<file path="config.mk">
export PLATFORM = sky130hd
export DESIGN_NAME = imu_uart_frame_parser_top_flat
export DESIGN_NICKNAME = d
export VERILOG_FILES = /design/src/hdl/imufp_pkg.sv /design/src/hdl/imufp_chan_if.sv /design/src/hdl/imufp_front.sv /design/src/hdl/imufp_queue.sv /design/src/hdl/imufp_back.sv /design/src/hdl/imu_uart_frame_parser_top.sv /design/src/flat_wrapper.sv
export VERILOG_INCLUDE_DIRS = /design/src /design/src/hdl
export SDC_FILE = /design/constraint.sdc
export NUM_CORES = 1
export LEC_CHECK = 0
export ABC_AREA = 0
export ABC_CLOCK_PERIOD_IN_PS = 7350
export BUFFER_PORTS_ARGS = -buffer_cell sky130_fd_sc_hd__buf_2
export CORE_AREA = 2 2 235 237
export CTS_BUF_LIST = sky130_fd_sc_hd__clkbuf_8
export CTS_CLUSTER_DIAMETER = 40
export DETAILED_ROUTE_END_ITERATION = 8
export DIE_AREA = 0 0 237 239
export SYNTH_ARGS = -nofsm -noshare
export SYNTH_HDL_FRONTEND = slang
export SYNTH_SLANG_ARGS = --single-unit
</file>
<file path="constraint.sdc">
create_clock -name clock -period 7.35 [get_ports clock]
set_input_delay 1.1025 -clock clock [delete_from_list [all_inputs] [get_ports clock]]
set_output_delay 1.1025 -clock clock [all_outputs]
set_load 0.005 [all_outputs]
</file>
<file path="src/hdl/imu_uart_frame_parser_top_macros.svh">
// assertion macros for the imu uart frame parser
// used by imu_uart_frame_parser_top; no other dependencies
`ifndef IMU_UART_FRAME_PARSER_TOP_MACROS_SVH
`define IMU_UART_FRAME_PARSER_TOP_MACROS_SVH

`ifndef SYNTHESIS
// same-cycle implication, quiet during reset
`define IMUFP_ASSERT_IMPL(lbl, clk, rst, ante, cons) \
   lbl: assert property (@(posedge clk) disable iff (rst) (ante) |-> (cons)) \
      else $error("imufp assertion failed");
// next-cycle implication, active during reset
`define IMUFP_ASSERT_NEXT(lbl, clk, ante, cons) \
   lbl: assert property (@(posedge clk) (ante) |=> (cons)) \
      else $error("imufp assertion failed");
`else
`define IMUFP_ASSERT_IMPL(lbl, clk, rst, ante, cons)
`define IMUFP_ASSERT_NEXT(lbl, clk, ante, cons)
`endif

`endif

</file>
<file path="src/hdl/imufp_pkg.sv">
// shared constants and types for the imu uart frame parser
// no dependencies; used by every file but the assertion macros header
package imufp_pkg;

   // frame bytes
   localparam logic [7:0] HEAD_BYTE  = 8'h55;
   localparam logic [7:0] TYPE_ACC   = 8'h51;
   localparam logic [7:0] TYPE_GYRO  = 8'h52;
   localparam logic [7:0] TYPE_ANGLE = 8'h53;
   localparam int unsigned FRAME_LEN = 11;
   localparam logic [3:0] IDX_LAST   = 4'(FRAME_LEN - 1);

   // item kinds, equal to the action codes
   localparam logic [1:0] KIND_BYTE = 2'd0;
   localparam logic [1:0] KIND_TICK = 2'd1;
   localparam logic [1:0] KIND_ZERO = 2'd2;
   localparam logic [1:0] KIND_NONE = 2'd3;

   // scaling and wrap
   localparam logic [14:0] SCALE_ACC   = 15'd16000;
   localparam logic [14:0] SCALE_ANGLE = 15'd18000;
   localparam logic signed [17:0] HALF_TURN = 18'sd18000;
   localparam logic signed [17:0] FULL_TURN = 18'sd36000;
   localparam logic signed [31:0] TRUNC_BIAS = 32'sd32767;

   // counters
   localparam logic [15:0] SAT16        = 16'hFFFF;
   localparam logic [15:0] TIMEOUT_INIT = 16'd200;
   localparam logic [6:0]  ERR_PERIOD_M1 = 7'd99;

   localparam int ACC_W = 15;
   localparam int ANG_W = 16;

   // classified item passed from front to back
   typedef struct packed {
      logic [1:0] kind;
      logic [7:0] data;
      logic       is_head;
      logic       is_ftype;
   } cmd_type;

   // queue push side
   typedef struct packed {
      logic    valid;
      cmd_type cmd;
   } push_type;

   // queue head seen by the back end
   typedef struct packed {
      logic    valid;
      cmd_type cmd;
   } qhead_type;

endpackage

</file>
<file path="src/hdl/imufp_chan_if.sv">
// valid/ready channel interfaces for request and response items
// depends on imufp_pkg for field widths
interface imufp_req_if;
   logic       valid;
   logic       ready;
   logic [1:0] action;
   logic [7:0] rx_byte;

   modport source (output valid, output action, output rx_byte, input ready);
   modport sink   (input valid, input action, input rx_byte, output ready);
endinterface

interface imufp_rsp_if;
   logic                                 valid;
   logic                                 ready;
   logic signed [imufp_pkg::ANG_W-1:0]   roll_cd;
   logic signed [imufp_pkg::ANG_W-1:0]   pitch_cd;
   logic signed [imufp_pkg::ANG_W-1:0]   yaw_cd;
   logic signed [imufp_pkg::ACC_W-1:0]   acc_x_mg;
   logic signed [imufp_pkg::ACC_W-1:0]   acc_y_mg;
   logic signed [imufp_pkg::ACC_W-1:0]   acc_z_mg;
   logic [15:0]                          sample_seq;
   logic [15:0]                          rx_count;
   logic [15:0]                          angle_count;
   logic [15:0]                          error_count;
   logic                                 online;
   logic                                 valid_res;

   modport source (output valid, output roll_cd, output pitch_cd, output yaw_cd,
                   output acc_x_mg, output acc_y_mg, output acc_z_mg,
                   output sample_seq, output rx_count, output angle_count,
                   output error_count, output online, output valid_res,
                   input ready);
   modport sink   (input valid, input roll_cd, input pitch_cd, input yaw_cd,
                   input acc_x_mg, input acc_y_mg, input acc_z_mg,
                   input sample_seq, input rx_count, input angle_count,
                   input error_count, input online, input valid_res,
                   output ready);
endinterface

</file>
<file path="src/hdl/imufp_front.sv">
// front end: accepts request items and classifies them for the back end
// depends on imufp_pkg and imufp_chan_if
module imufp_front (
   imufp_req_if.sink          req_chan,
   input  logic               q_full,
   output imufp_pkg::push_type push
);

   // take an item whenever the queue has room
   assign req_chan.ready = !q_full;

   // decode the byte against head and frame type codes
   always_comb begin
      push.valid        = req_chan.valid && !q_full;
      push.cmd.kind     = req_chan.action;
      push.cmd.data     = req_chan.rx_byte;
      push.cmd.is_head  = (req_chan.rx_byte == imufp_pkg::HEAD_BYTE);
      push.cmd.is_ftype = (req_chan.rx_byte == imufp_pkg::TYPE_ACC) ||
                          (req_chan.rx_byte == imufp_pkg::TYPE_GYRO) ||
                          (req_chan.rx_byte == imufp_pkg::TYPE_ANGLE);
   end

endmodule

</file>
<file path="src/hdl/imufp_queue.sv">
// two-entry queue of classified items between front and back end
// depends on imufp_pkg
module imufp_queue (
   input  logic                 clock,
   input  logic                 reset,
   input  imufp_pkg::push_type  push,
   input  logic                 pop,
   output logic                 q_full,
   output imufp_pkg::qhead_type head
);

   imufp_pkg::cmd_type entry_ff [2];
   logic       wr_ptr_ff, wr_ptr_in;
   logic       rd_ptr_ff, rd_ptr_in;
   logic [1:0] count_ff, count_in;
   logic       do_push, do_pop;

   assign q_full     = (count_ff == 2'd2);
   assign do_push    = push.valid && !q_full;
   assign do_pop     = pop && (count_ff != 2'd0);
   assign head.valid = (count_ff != 2'd0);
   assign head.cmd   = entry_ff[rd_ptr_ff];

   // pointer and fill count update
   always_comb begin
      wr_ptr_in = do_push ? !wr_ptr_ff : wr_ptr_ff;
      rd_ptr_in = do_pop ? !rd_ptr_ff : rd_ptr_ff;
      count_in  = count_ff + 2'(do_push) - 2'(do_pop);
   end

   always_ff @(posedge clock) begin
      if (reset) begin
         wr_ptr_ff <= 1'b0;
         rd_ptr_ff <= 1'b0;
         count_ff  <= 2'd0;
      end else begin
         wr_ptr_ff <= wr_ptr_in;
         rd_ptr_ff <= rd_ptr_in;
         count_ff  <= count_in;
      end
   end

   // entry storage
   always_ff @(posedge clock) begin
      if (do_push) begin
         entry_ff[wr_ptr_ff] <= push.cmd;
      end
   end

endmodule

</file>
<file path="src/hdl/imufp_back.sv">
// back end: frame hunt, running checksum, scaling, ageing, yaw zero and the snapshot
// depends on imufp_pkg and imufp_chan_if; the snapshot registers drive rsp
module imufp_back (
   input  logic                 clock,
   input  logic                 reset,
   input  logic                 csr_we,
   input  logic [15:0]          csr_wdata,
   input  imufp_pkg::qhead_type head,
   output logic                 pop,
   imufp_rsp_if.source          rsp_chan
);

   // configuration
   logic [15:0] timeout_ff;

   // frame hunt state
   logic [3:0]         idx_ff, idx_in;
   logic [7:0]         sum_ff, sum_in;
   logic [7:0]         type_ff, type_in;
   logic [7:0]         lo_ff, lo_in;
   logic signed [31:0] prod_ff, prod_in;
   logic signed [15:0] word_ff [3];
   logic signed [15:0] word_in [3];

   // ageing and zero
   logic [15:0]        age_ff, age_in;
   logic [6:0]         age_mod_ff, age_mod_in;
   logic signed [15:0] off_ff, off_in;
   logic               has_off_ff, has_off_in;

   // snapshot, doubles as the output register
   logic signed [15:0] roll_ff, roll_in, pitch_ff, pitch_in, yaw_ff, yaw_in;
   logic signed [14:0] ax_ff, ax_in, ay_ff, ay_in, az_ff, az_in;
   logic [15:0]        seq_ff, seq_in, rxc_ff, rxc_in;
   logic [15:0]        angc_ff, angc_in, errc_ff, errc_in;
   logic               online_ff, online_in, valid_ff, valid_in;
   logic               out_valid_ff, out_valid_in;

   // datapath helpers
   logic [14:0]        scale_k;
   logic signed [31:0] prod_new;
   logic signed [31:0] prod_biased;
   logic signed [15:0] prod_scaled;
   logic signed [17:0] yaw_diff;
   logic signed [17:0] yaw_wrap;
   logic [7:0]         b;

   assign b   = head.cmd.data;
   assign pop = head.valid && (!out_valid_ff || rsp_chan.ready);

   // one multiplier: raw word times the scale of this frame type
   always_comb begin
      scale_k  = (type_ff == imufp_pkg::TYPE_ACC) ? imufp_pkg::SCALE_ACC
                                                  : imufp_pkg::SCALE_ANGLE;
      prod_new = $signed({b, lo_ff}) * $signed({1'b0, scale_k});
   end

   // divide the held product by 32768, truncated toward zero
   always_comb begin
      prod_biased = prod_ff + (prod_ff[31] ? imufp_pkg::TRUNC_BIAS : 32'sd0);
      prod_scaled = prod_biased[30:15];
   end

   // yaw relative to the captured zero, wrapped once
   always_comb begin
      yaw_diff = {{2{word_ff[2][15]}}, word_ff[2]} - {{2{off_ff[15]}}, off_ff};
      if (yaw_diff > imufp_pkg::HALF_TURN) begin
         yaw_wrap = yaw_diff - imufp_pkg::FULL_TURN;
      end else if (yaw_diff < -imufp_pkg::HALF_TURN) begin
         yaw_wrap = yaw_diff + imufp_pkg::FULL_TURN;
      end else begin
         yaw_wrap = yaw_diff;
      end
   end

   // item execution
   always_comb begin
      idx_in     = idx_ff;
      sum_in     = sum_ff;
      type_in    = type_ff;
      lo_in      = lo_ff;
      prod_in    = prod_ff;
      word_in    = word_ff;
      age_in     = age_ff;
      age_mod_in = age_mod_ff;
      off_in     = off_ff;
      has_off_in = has_off_ff;
      roll_in    = roll_ff;
      pitch_in   = pitch_ff;
      yaw_in     = yaw_ff;
      ax_in      = ax_ff;
      ay_in      = ay_ff;
      az_in      = az_ff;
      seq_in     = seq_ff;
      rxc_in     = rxc_ff;
      angc_in    = angc_ff;
      errc_in    = errc_ff;
      online_in  = online_ff;
      valid_in   = valid_ff;
      out_valid_in = out_valid_ff && !rsp_chan.ready;

      if (pop) begin
         out_valid_in = 1'b1;
         unique case (head.cmd.kind)
            imufp_pkg::KIND_BYTE: begin
               if (rxc_ff != imufp_pkg::SAT16) begin
                  rxc_in = rxc_ff + 16'd1;
               end
               priority if (idx_ff == 4'd0) begin
                  // hunting for a head byte
                  if (head.cmd.is_head) begin
                     sum_in = b;
                     idx_in = 4'd1;
                  end
               end else if (idx_ff == 4'd1 && !head.cmd.is_ftype) begin
                  // bad type: restart, the byte may be a new head
                  idx_in = head.cmd.is_head ? 4'd1 : 4'd0;
                  if (head.cmd.is_head) begin
                     sum_in = b;
                  end
               end else if (idx_ff > imufp_pkg::IDX_LAST) begin
                  idx_in = 4'd0;
               end else if (idx_ff == imufp_pkg::IDX_LAST) begin
                  // checksum byte closes the frame
                  idx_in = 4'd0;
                  if (sum_ff != b) begin
                     if (errc_ff != imufp_pkg::SAT16) begin
                        errc_in = errc_ff + 16'd1;
                     end
                  end else if (type_ff == imufp_pkg::TYPE_ACC) begin
                     ax_in = word_ff[0][14:0];
                     ay_in = word_ff[1][14:0];
                     az_in = word_ff[2][14:0];
                  end else if (type_ff == imufp_pkg::TYPE_ANGLE) begin
                     roll_in  = word_ff[0];
                     pitch_in = word_ff[1];
                     yaw_in   = has_off_ff ? yaw_wrap[15:0] : word_ff[2];
                     seq_in   = seq_ff + 16'd1;
                     if (angc_ff != imufp_pkg::SAT16) begin
                        angc_in = angc_ff + 16'd1;
                     end
                     online_in  = 1'b1;
                     valid_in   = 1'b1;
                     age_in     = 16'd0;
                     age_mod_in = 7'd0;
                  end
               end else begin
                  // type or data byte
                  sum_in = sum_ff + b;
                  idx_in = idx_ff + 4'd1;
                  unique case (idx_ff)
                     4'd1: type_in = b;
                     4'd2, 4'd4, 4'd6: lo_in = b;
                     4'd3, 4'd5, 4'd7: prod_in = prod_new;
                     default: ;
                  endcase
                  // finish the scaling one byte after the product
                  unique case (idx_ff)
                     4'd4: word_in[0] = prod_scaled;
                     4'd6: word_in[1] = prod_scaled;
                     4'd8: word_in[2] = prod_scaled;
                     default: ;
                  endcase
               end
            end
            imufp_pkg::KIND_TICK: begin
               if (age_ff != imufp_pkg::SAT16) begin
                  age_in     = age_ff + 16'd1;
                  age_mod_in = (age_mod_ff == imufp_pkg::ERR_PERIOD_M1) ? 7'd0
                                                                        : age_mod_ff + 7'd1;
               end
               if (age_in >= timeout_ff) begin
                  valid_in = 1'b0;
                  if (age_mod_in == 7'd0 && errc_ff != imufp_pkg::SAT16) begin
                     errc_in = errc_ff + 16'd1;
                  end
               end
            end
            imufp_pkg::KIND_ZERO: begin
               if (valid_ff) begin
                  off_in     = yaw_ff;
                  has_off_in = 1'b1;
               end
            end
            imufp_pkg::KIND_NONE: ;
            default: ;
         endcase
      end
   end

   // control and snapshot registers
   always_ff @(posedge clock) begin
      if (reset) begin
         timeout_ff   <= imufp_pkg::TIMEOUT_INIT;
         idx_ff       <= 4'd0;
         sum_ff       <= 8'd0;
         age_ff       <= imufp_pkg::TIMEOUT_INIT;
         age_mod_ff   <= 7'd0;
         off_ff       <= 16'sd0;
         has_off_ff   <= 1'b0;
         roll_ff      <= 16'sd0;
         pitch_ff     <= 16'sd0;
         yaw_ff       <= 16'sd0;
         ax_ff        <= 15'sd0;
         ay_ff        <= 15'sd0;
         az_ff        <= 15'sd0;
         seq_ff       <= 16'd0;
         rxc_ff       <= 16'd0;
         angc_ff      <= 16'd0;
         errc_ff      <= 16'd0;
         online_ff    <= 1'b0;
         valid_ff     <= 1'b0;
         out_valid_ff <= 1'b0;
      end else begin
         if (csr_we) begin
            timeout_ff <= csr_wdata;
         end
         idx_ff       <= idx_in;
         sum_ff       <= sum_in;
         age_ff       <= age_in;
         age_mod_ff   <= age_mod_in;
         off_ff       <= off_in;
         has_off_ff   <= has_off_in;
         roll_ff      <= roll_in;
         pitch_ff     <= pitch_in;
         yaw_ff       <= yaw_in;
         ax_ff        <= ax_in;
         ay_ff        <= ay_in;
         az_ff        <= az_in;
         seq_ff       <= seq_in;
         rxc_ff       <= rxc_in;
         angc_ff      <= angc_in;
         errc_ff      <= errc_in;
         online_ff    <= online_in;
         valid_ff     <= valid_in;
         out_valid_ff <= out_valid_in;
      end
   end

   // frame payload, only read after the same frame wrote it
   always_ff @(posedge clock) begin
      type_ff <= type_in;
      lo_ff   <= lo_in;
      prod_ff <= prod_in;
      word_ff <= word_in;
   end

   // response channel
   assign rsp_chan.valid       = out_valid_ff;
   assign rsp_chan.roll_cd     = roll_ff;
   assign rsp_chan.pitch_cd    = pitch_ff;
   assign rsp_chan.yaw_cd      = yaw_ff;
   assign rsp_chan.acc_x_mg    = ax_ff;
   assign rsp_chan.acc_y_mg    = ay_ff;
   assign rsp_chan.acc_z_mg    = az_ff;
   assign rsp_chan.sample_seq  = seq_ff;
   assign rsp_chan.rx_count    = rxc_ff;
   assign rsp_chan.angle_count = angc_ff;
   assign rsp_chan.error_count = errc_ff;
   assign rsp_chan.online      = online_ff;
   assign rsp_chan.valid_res   = valid_ff;

endmodule

</file>
<file path="src/hdl/imu_uart_frame_parser_top.sv">
// imu uart frame parser: one result item for every accepted request item
// path: each accepted item is stored in the queue, then the back end registers its result
// throughput: one item per cycle while the response side keeps ready high
// the front end stalls only when the two-entry queue is full
// reset: synchronous, active high; snapshot cleared, age and timeout set to 200
// no clearing pass, the frame bytes need none
`include "imu_uart_frame_parser_top_macros.svh"

module imu_uart_frame_parser_top (
   input  logic        clock,
   input  logic        reset,
   input  logic        csr_we,
   input  logic [15:0] csr_wdata,
   imufp_req_if.sink   req_chan,
   imufp_rsp_if.source rsp_chan
);

   imufp_pkg::push_type  push;
   imufp_pkg::qhead_type head;
   logic                 q_full;
   logic                 pop;

   // classify incoming items
   imufp_front u_front (
      .req_chan (req_chan),
      .q_full   (q_full),
      .push     (push)
   );

   // decouple front from back
   imufp_queue u_queue (
      .clock  (clock),
      .reset  (reset),
      .push   (push),
      .pop    (pop),
      .q_full (q_full),
      .head   (head)
   );

   // carry out items and hold the snapshot
   imufp_back u_back (
      .clock     (clock),
      .reset     (reset),
      .csr_we    (csr_we),
      .csr_wdata (csr_wdata),
      .head      (head),
      .pop       (pop),
      .rsp_chan  (rsp_chan)
   );

   // no good angle frame yet means no angle counts
   `IMUFP_ASSERT_IMPL(a_offline_counts, clock, reset, rsp_chan.valid && !rsp_chan.online,
                      rsp_chan.angle_count == 16'd0 && rsp_chan.sample_seq == 16'd0)
   // fresh data needs a frame to have arrived
   `IMUFP_ASSERT_IMPL(a_fresh_online, clock, reset, rsp_chan.valid && rsp_chan.valid_res,
                      rsp_chan.online)
   // the back end never pops an empty queue
   `IMUFP_ASSERT_IMPL(a_pop_nonempty, clock, reset, pop, head.valid)
   // no result leaves right after reset
   `IMUFP_ASSERT_NEXT(a_reset_quiet, clock, reset, !rsp_chan.valid)

endmodule
</file>
<file path="src/flat_wrapper.sv">
// flat-port wrapper written by rule: the top's interface ports become plain ports
module imu_uart_frame_parser_top_flat 
  (clock, reset, csr_we, csr_wdata, req_chan_valid, req_chan_action, req_chan_rx_byte, req_chan_ready, rsp_chan_valid, rsp_chan_roll_cd, rsp_chan_pitch_cd, rsp_chan_yaw_cd, rsp_chan_acc_x_mg, rsp_chan_acc_y_mg, rsp_chan_acc_z_mg, rsp_chan_sample_seq, rsp_chan_rx_count, rsp_chan_angle_count, rsp_chan_error_count, rsp_chan_online, rsp_chan_valid_res, rsp_chan_ready);
  imufp_req_if req_chan_i ();
  imufp_rsp_if rsp_chan_i ();
  input  logic clock;
  input  logic reset;
  input  logic csr_we;
  input  logic [15:0] csr_wdata;
  input wire logic [$bits(req_chan_i.valid)-1:0] req_chan_valid;
  input wire logic [$bits(req_chan_i.action)-1:0] req_chan_action;
  input wire logic [$bits(req_chan_i.rx_byte)-1:0] req_chan_rx_byte;
  output wire logic [$bits(req_chan_i.ready)-1:0] req_chan_ready;
  output wire logic [$bits(rsp_chan_i.valid)-1:0] rsp_chan_valid;
  output wire logic [$bits(rsp_chan_i.roll_cd)-1:0] rsp_chan_roll_cd;
  output wire logic [$bits(rsp_chan_i.pitch_cd)-1:0] rsp_chan_pitch_cd;
  output wire logic [$bits(rsp_chan_i.yaw_cd)-1:0] rsp_chan_yaw_cd;
  output wire logic [$bits(rsp_chan_i.acc_x_mg)-1:0] rsp_chan_acc_x_mg;
  output wire logic [$bits(rsp_chan_i.acc_y_mg)-1:0] rsp_chan_acc_y_mg;
  output wire logic [$bits(rsp_chan_i.acc_z_mg)-1:0] rsp_chan_acc_z_mg;
  output wire logic [$bits(rsp_chan_i.sample_seq)-1:0] rsp_chan_sample_seq;
  output wire logic [$bits(rsp_chan_i.rx_count)-1:0] rsp_chan_rx_count;
  output wire logic [$bits(rsp_chan_i.angle_count)-1:0] rsp_chan_angle_count;
  output wire logic [$bits(rsp_chan_i.error_count)-1:0] rsp_chan_error_count;
  output wire logic [$bits(rsp_chan_i.online)-1:0] rsp_chan_online;
  output wire logic [$bits(rsp_chan_i.valid_res)-1:0] rsp_chan_valid_res;
  input wire logic [$bits(rsp_chan_i.ready)-1:0] rsp_chan_ready;
  assign req_chan_i.valid = req_chan_valid;
  assign req_chan_i.action = req_chan_action;
  assign req_chan_i.rx_byte = req_chan_rx_byte;
  assign req_chan_ready = req_chan_i.ready;
  assign rsp_chan_valid = rsp_chan_i.valid;
  assign rsp_chan_roll_cd = rsp_chan_i.roll_cd;
  assign rsp_chan_pitch_cd = rsp_chan_i.pitch_cd;
  assign rsp_chan_yaw_cd = rsp_chan_i.yaw_cd;
  assign rsp_chan_acc_x_mg = rsp_chan_i.acc_x_mg;
  assign rsp_chan_acc_y_mg = rsp_chan_i.acc_y_mg;
  assign rsp_chan_acc_z_mg = rsp_chan_i.acc_z_mg;
  assign rsp_chan_sample_seq = rsp_chan_i.sample_seq;
  assign rsp_chan_rx_count = rsp_chan_i.rx_count;
  assign rsp_chan_angle_count = rsp_chan_i.angle_count;
  assign rsp_chan_error_count = rsp_chan_i.error_count;
  assign rsp_chan_online = rsp_chan_i.online;
  assign rsp_chan_valid_res = rsp_chan_i.valid_res;
  assign rsp_chan_i.ready = rsp_chan_ready;
  imu_uart_frame_parser_top u_core (.clock(clock), .reset(reset), .csr_we(csr_we), .csr_wdata(csr_wdata), .req_chan(req_chan_i), .rsp_chan(rsp_chan_i));
endmodule
</file>
==> results.md, run 1 <==
- Outcome: complete, no violations
- Final Critical Period: 6999 ps
- Io pins: 192
- Syn avg cell area: 9.373 um^2
- Die area: 56640 um^2
- Top delay family on crit path: adder cells
- Worst-path clk slew: 60 ps
- Die X: 237 um
- Multi-input gate area: 12210 um^2
- DP HPWL: 40190 um
- Synth cell types: 99
- Static Leak: 10.59 nW
- H-tree Lvls: 3
- Final #Nets: 2804
- Post-synth EDFFs: 116
- Final setup TNS: 0 ps
- Synth area leaders: dfxtp_1 22%, edfxtp_1 16%, ha_1 10%
- Routed WL per cell: 16.67 um
- # DRC: 0
- Layout overhead on the synthesized area: 15.01%
- Critical Path RT: 7720 ps
- Core ar.: 54340 um^2
- Final Setup Violations: 0
- YS warnings: 0
- Finished Layout Cells: 3250
- Period utilization: 95.22%
- Total clock sinks: 349
- Largest fanout on the critical path: 13
- Commonest non-fill, non-tap cell in the layout: nand2_1
- RSZ-0062 raised after global routing: no
- Ys async rst share: 0%
- Starting Density: 39.45%
- # port buffers: 191
- Crit path launch type: register
- Hold Buf Count CTS: 0
- Inst Count DP: 3129
- Initial antenna violation count: 2
- Routed vias: 16830
- Avg Vias per Cell: 5.177
- Max-cap violations: 0
- Flops & latches, synth: 349
- Final Hold Vio Count: 0
- First-pass GRT wire length: 86770 um
- Post-Syn Instances: 2287
- Routability cong.: 0.8654
- Seq/Total Area, Yosys: 38.01%
- Die height: 239 um
- DRT Pass-1 Iters: 5
- Total GRT Usage: 18.97%
- Crit-path max cell delay: 550 ps
- Pin count of the biggest net entering global routing: 98
- Clk_skew: 21.60 ps
- VDD IR max: 0.0006870 V
- Final Max Tran Viols: 0
- GRT overflow: 0
- Top cell type's share of synthesized area: 21.76%
- Critical path cell sequence: nor4bb_4 > nand3_1 > or2_4 > and2_1 > ha_1 > ha_1 > fa_1 > inv_1 > fa_1 > fa_1 > inv_1 > ha_1 > fa_1 > a21o_1 > a21o_1 > a21oi_1 > o21ai_0 > a21oi_1 > a21oi_1 > a41o_1 > or4_1 > a31o_2 > a21oi_1 > xnor2_1
- Top cell type by total area after synthesis: dfxtp_1
- Post-synth top flop: dfxtp_1
- Number of global-route vias before repair: 16600
- Arrival @ worst endpoint: 7370 ps
- PD cells: 407.5 nW/um^2
- Post-Syn Area: 21440 um^2
- Fill cell count: 5188
- Worst Setup End Kind: register
- HP Class: reg -> reg
- Worst-margin pin slew: 1213 ps
- CTS Buffer Depth: 3
- Most frequent cells in the layout: 269 x nand2_1, 235 x inv_1, 233 x dfxtp_1
- CP bufs+invs: 2
- Clk_lat worst skew: 620 ps
- Clock root buffer: clkbuf_8
- Achievable Freq: 142.9 MHz
- CP max-delay cell: fa_1
- Number of placement rows: 86
- TritonCTS clock tree: yes
- Share of cells above drive strength 1: 14.85%
- Iter 0 DRT Violations: 974
- CP Class: reg -> reg
- Post-route ant nets: 0
- FF/Latch Area: 8148 um^2
- Post-Route WL: 54190 um
- Num CTS Buffers: 66
- Slew headroom: 18.62%
[registers in the layout, summed over array words and instances, names as in the netlist, 8 cells and up, named ones only]
register                            count
u_core.u_back.rsp_chan.acc_z_mg        15
u_core.u_back.rsp_chan.roll_cd         16
u_core.u_back.rsp_chan.acc_y_mg        15
u_core.u_back.rsp_chan.yaw_cd          16
u_core.u_back.rsp_chan.pitch_cd        16
u_core.u_back.word_ff                  48
u_core.u_back.timeout_ff               16
u_core.u_back.sum_ff                    8
u_core.u_back.rsp_chan.rx_count        16
u_core.u_back.rsp_chan.angle_count     16
u_core.u_back.lo_ff                     8
u_core.u_queue.entry_ff                24
u_core.u_back.age_ff                   16
u_core.u_back.type_ff                   8
u_core.u_back.rsp_chan.acc_x_mg        15
u_core.u_back.rsp_chan.error_count     16
u_core.u_back.rsp_chan.sample_seq      16
u_core.u_back.off_ff                   16
u_core.u_back.prod_ff                  28
[worst paths after layout]
check | cells past startpoint | slack [ps] | to | start
setup / recovery | 24 | 350 | u_core.u_back.prod_ff[30] | u_core.u_back.type_ff[5]
hold / removal | 2 | 450 | u_core.u_back.rsp_chan.acc_y_mg[14] | u_core.u_back.rsp_chan.acc_y_mg[14]
setup reg to reg | 24 | 350 | u_core.u_back.prod_ff[30] | u_core.u_back.type_ff[5]
hold reg to reg | 2 | 450 | u_core.u_back.rsp_chan.acc_y_mg[14] | u_core.u_back.rsp_chan.acc_y_mg[14]
[cell families after synthesis]
group	after synthesis	synth area share (%)
AND/OR/NAND/NOR	743	15.89
AO/OA/AOI/OAI	412	12.39
flip-flops	349	38.01
buffers and inverters	313	5.586
adder cells (fa/ha/maj)	279	19.93
XOR/XNOR	131	5.423
multiplexers	58	2.743
other	2	0.03504
[cells in the mapped netlist, types with 6 or more instances]
| library cell | instances |
|---|---|
| and3_1 | 28 |
| xor2_1 | 48 |
| nor4_1 | 15 |
| nand2_1 | 270 |
| and4_1 | 6 |
| nor2_1 | 216 |
| or2_2 | 10 |
| a211oi_1 | 8 |
| nor3_1 | 35 |
| inv_1 | 216 |
| edfxtp_1 | 116 |
| buf_1 | 10 |
| a31o_2 | 7 |
| a21o_1 | 26 |
| ha_1 | 175 |
| dfxtp_1 | 233 |
| xnor2_1 | 81 |
| fa_1 | 104 |
| clkbuf_1 | 76 |
| or3_1 | 24 |
| nand3_1 | 53 |
| a31oi_1 | 9 |
| nand4_1 | 20 |
| mux2i_1 | 52 |
| a21oi_1 | 173 |
| o21a_1 | 18 |
| o21ai_0 | 71 |
| a22oi_1 | 13 |
| nand2b_1 | 15 |
| o211ai_1 | 11 |
| and2_1 | 20 |
| mux2_2 | 6 |
| buf_2 | 6 |
| nor2b_1 | 9 |
[worst register-to-register path, cell delays in order, from the launching register on]
cell      delay, ps
edfxtp_1        410
nor4bb_4        310
nand3_1         130
or2_4           310
and2_1          210
ha_1            310
ha_1            320
fa_1            520
inv_1            50
fa_1            460
fa_1            550
inv_1            40
ha_1            330
fa_1            470
a21o_1          200
a21o_1          190
a21oi_1         180
o21ai_0         170
a21oi_1         250
a21oi_1         130
a41o_1          270
or4_1           450
a31o_2          260
a21oi_1         160
xnor2_1          80
[per-stage QoR]
stage / area [um^2] / util (%) / setup WS [ps] / hold slack, ps / power [mW]
after floorplan: 21480 / - / 424.9 / 448.2 / 6.892
after CTS: 24610 / 45.29 / 123.1 / 451.2 / 10.12
after global placement: 23210 / 42.71 / 267.6 / 435.2 / 7.963
after global routing: 24650 / 45.37 / 18.23 / 469.7 / 11.07
after detailed placement: 23210 / 42.71 / 131.9 / 442.6 / 8.015
final: 24650 / 45.37 / 351.2 / 448.1 / 10.05
[layout make-up]
cell class              count  area share, %
multi-input cells        1637          49.52
flip-flops and latches    349          33.05
repair buffers            222          4.847
clock buffers              76          4.243
well taps                 704          3.573
inverters                 218          3.319
clock inverters            43          1.441
diodes                      1        0.01015
[power breakdown]
group	internal [mW]	switching [mW]	leakage [nW]	total, mW
clock network	1.16	0.844	0.782	2.00
registers	2.36	0.0409	2.93	2.40
logic	2.49	3.15	6.88	5.64
[what timing repair did]
item,CTS,global route
gates resized for setup,0,7
endpoints found under the setup margin,0,3
buffers inserted,0,1
[layer usage]
| layer | track usage (%) | routed length (um) | share of wire [%] | vias to the layer above |
|---|---|---|---|---|
| met3 | 3.349 | 2315 | 4.3 | 95 |
| li1 | - | - | - | 8223 |
| met2 | 31.60 | 25930 | 48 | 323 |
| met5 | 0 | 0 | 0 | - |
| met4 | 5.984 | 1270 | 2.3 | 0 |
| met1 | 25.09 | 24680 | 46 | 8185 |
No activity file was read; power rests on OpenSTA's default activity.
==> run 2, diff against run 1 <==
Settings changed: ABC_CLOCK_PERIOD_IN_PS 7350 to 6040, CORE_AREA 2 2 235 237 to 2 2 271 206, DIE_AREA 0 0 237 239 to 0 0 273 208.
Clock period 7.35 ns to 6.04 ns, I/O delays scaled along.
==> results.md, run 2 (synthesized netlist as in run 1, its figures left out) <==
- Commonest non-fill, non-tap cell in the layout: nand2_1
- Period utilization: 107.1% (+12 points)
- Clk_skew: 41.00 ps (+19.40 ps)
- Hold Path Depth: 2 (unchanged)
- Post-route ant nets: 0 (unchanged)
- Starting Density: 39.64% (+0.20 points)
- Top sig layer: met4
- Wire length on met2: 24420 um (-5.8%)
- Most frequent cells in the layout: 264 x nand2_1, 233 x dfxtp_1, 226 x inv_1
- Post-route cell area: 26000 um^2 (+5.5%)
- Static Leak: 11.13 nW (+5.0%)
- Wire length on met1: 27970 um (+13%)
- Max-cap violations: 0 (unchanged)
- # port buffers: 191 (unchanged)
- Io pins: 192 (unchanged)
- Initial antenna violation count: 0 (-2)
- Worst-path clk slew: 70 ps (about the same)
- TritonCTS clock tree: yes
- Avg Vias per Cell: 5.097 (-1.6%)
- Share of cells above drive strength 1: 20.91% (+6.1 points)
- DRT Pass-1 Iters: 6 (+1)
- Iter 0 DRT Violations: 1214 (+25%)
- First-pass GRT wire length: 89510 um (+3.2%)
- Crit path from: u_core.u_back.type_ff[7]
- Reg2Reg Depth: 23 (-4.2%)
- CTS Buffer Depth: 3 (unchanged)
- Clk_lat worst skew: 670 ps (+50 ps)
- Num CTS Buffers: 61 (-7.6%)
- Die X: 273 um (+15%)
- # DRC: 0 (unchanged)
- CP Class: reg -> reg
- Routed WL per cell: 16.73 um (+0.34%)
- Diodes inserted: 0 (-1)
- PD cells: 585.9 nW/um^2 (+44%)
- Largest fanout on the critical path: 8 (-5)
- R2r setup slk: -430 ps (-780 ps)
- Top reg by flops: u_core.u_back.word_ff
- Achievable Freq: 154.5 MHz (+8.2%)
- Reg2reg start: u_core.u_back.type_ff[7]
- Number of placement rows: 74 (-14%)
- Routed length on met3: 2758 um (+19%)
- Outcome: finished with violations
- Final Setup Violations: 5 (+5)
- Routability cong.: 0.8872 (+2.5%)
- Final Critical Period: 6471 ps (-527.4 ps)
- Hold Startpoint: u_core.u_back.rsp_chan.acc_x_mg[0]
- Final Max Tran Viols: 0 (unchanged)
- Core ar.: 54070 um^2 (-0.49%)
- Die area: 56780 um^2 (+0.25%)
- Total GRT Usage: 19.46% (+0.49 points)
- Final Hold Vio Count: 0 (unchanged)
- RSZ-0062 raised after global routing: yes
- Final setup TNS: -1351 ps (-1351 ps)
- Critical Path RT: 6540 ps (-1180 ps)
- Final WS setup: -431.4 ps (-782.6 ps)
- VDD IR max: 0.0007644 V (+11%)
- Final core utilization: 48.08% (+2.7 points)
- Biggest regs: u_core.u_back.word_ff x48, u_core.u_back.prod_ff x28, u_core.u_queue.entry_ff x24
- H-tree Lvls: 2 (-1)
- Routed vias: 17140 (+1.8%)
- Crit path launch type: register
- Slew headroom: 12.66% (-6.0 points)
- Layout overhead on the synthesized area: 21.29%
- Max reg flops: 48 (unchanged)
- Post-Route WL: 56250 um (+3.8%)
- Final #Nets: 2900 (+3.4%)
- Number of global-route vias before repair: 16670 (+0.40%)
- Worst-margin pin slew: 1301 ps (+88.81 ps)
- Pin count of the biggest net entering global routing: 92 (-6.1%)
- Die height: 208 um (-13%)
- Worst Setup End Kind: register
- GRT overflow: 0 (unchanged)
- Total clock sinks: 349 (unchanged)
- Arrival @ worst endpoint: 6970 ps (-400 ps)
- Failing checks: setup timing
- DP HPWL: 41920 um (+4.3%)
- Placed cell areas: 24110 um^2 (+3.9%)
- Clock root buffer: clkbuf_8
- HP Class: reg -> reg
==> run 2: changes by cell type in the layout (fill, tap and decap cells not counted), moves of 5 or more <==
cell / before / now
a21oi_1: 171 / 164
inv_1: 235 / 226
fa_2: 0 / 5
buf_4: 31 / 124
o21ai_0: 71 / 64
nand2_1: 269 / 264
fa_1: 104 / 99
buf_6: 1 / 6
ha_1: 175 / 149
nor2_2: 1 / 6
nor2_1: 215 / 206
ha_4: 0 / 22
a21oi_2: 3 / 9
==> run 2: final timing paths <==
| check | end |
|---|---|
| min reg2reg | u_core.u_back.rsp_chan.acc_x_mg[0] |
| min | u_core.u_back.rsp_chan.acc_x_mg[0] |
| max | u_core.u_back.prod_ff[31] |
| max reg2reg | u_core.u_back.prod_ff[31] |
==> run 2: what timing repair did <==
| action | 4_1_cts | 5_1_grt |
|---|---|---|
| gates cloned | 1 | 1 |
| gates resized for setup | 23 | 46 |
| hold buffers | 0 | 0 |
| buffers inserted | 5 | 6 |
| pin swaps | 18 | 33 |
| endpoints found under the setup margin | 5 | 7 |
==> run 2: cell type report <==
type	instances	area, um^2
clock buffer	76	1046
clock inverter	37	405.4
fill	5121	28070
inverter	218	820.8
multi-input combinational	1638	12690
sequential	349	8148
tap	722	903.4
timing repair buffer	322	1989
==> run 2: where the power goes <==
part | leakage (nW) | switching, mW | internal, mW
registers | 2.93 | 0.0455 | 2.87
clock network | 0.790 | 1.03 | 1.49
logic | 7.40 | 4.80 | 5.00
total | 11.1 | 5.88 | 9.36
==> run 2: critical path: stages, from the launching register on <==
cell      delay [ps]
edfxtp_1         410
nor4bb_4         350
nand3_2          120
or2_4            320
nor2_2           120
ha_1             240
fa_1             480
fa_1             550
fa_1             570
inv_2             40
fa_1             540
inv_2             50
ha_4             260
ha_4             200
a21oi_4          120
nand2_1           70
a2111o_1         420
a21oi_2          140
o31ai_2          110
or4_1            430
and3_4           170
o21a_1           200
o2111a_1         250
a211oi_2         170
==> run 2: metal layers <==
metal  up-vias  GRT usage [%]
li1       8455              -
met3        76          3.116
met2       365          29.66
met4         0          4.635
met1      8240          28.75
met5         -              0
==> run 2: metrics by stage <==
| stage | total power [mW] | worst slack [ps] | hold slack [ps] | instances |
|---|---|---|---|---|
| floorplan | 9.088 | -392.2 | 448.2 | 2299 |
| global placement | 11.45 | -407.3 | 436.6 | 3237 |
| detailed placement | 11.57 | -597.1 | 442.6 | 3237 |
| CTS | 14.63 | -426.0 | 423.4 | 3356 |
| global route | 16.57 | -615.7 | 443.6 | 3362 |
| finish | 15.23 | -431.4 | 446.8 | 3362 |
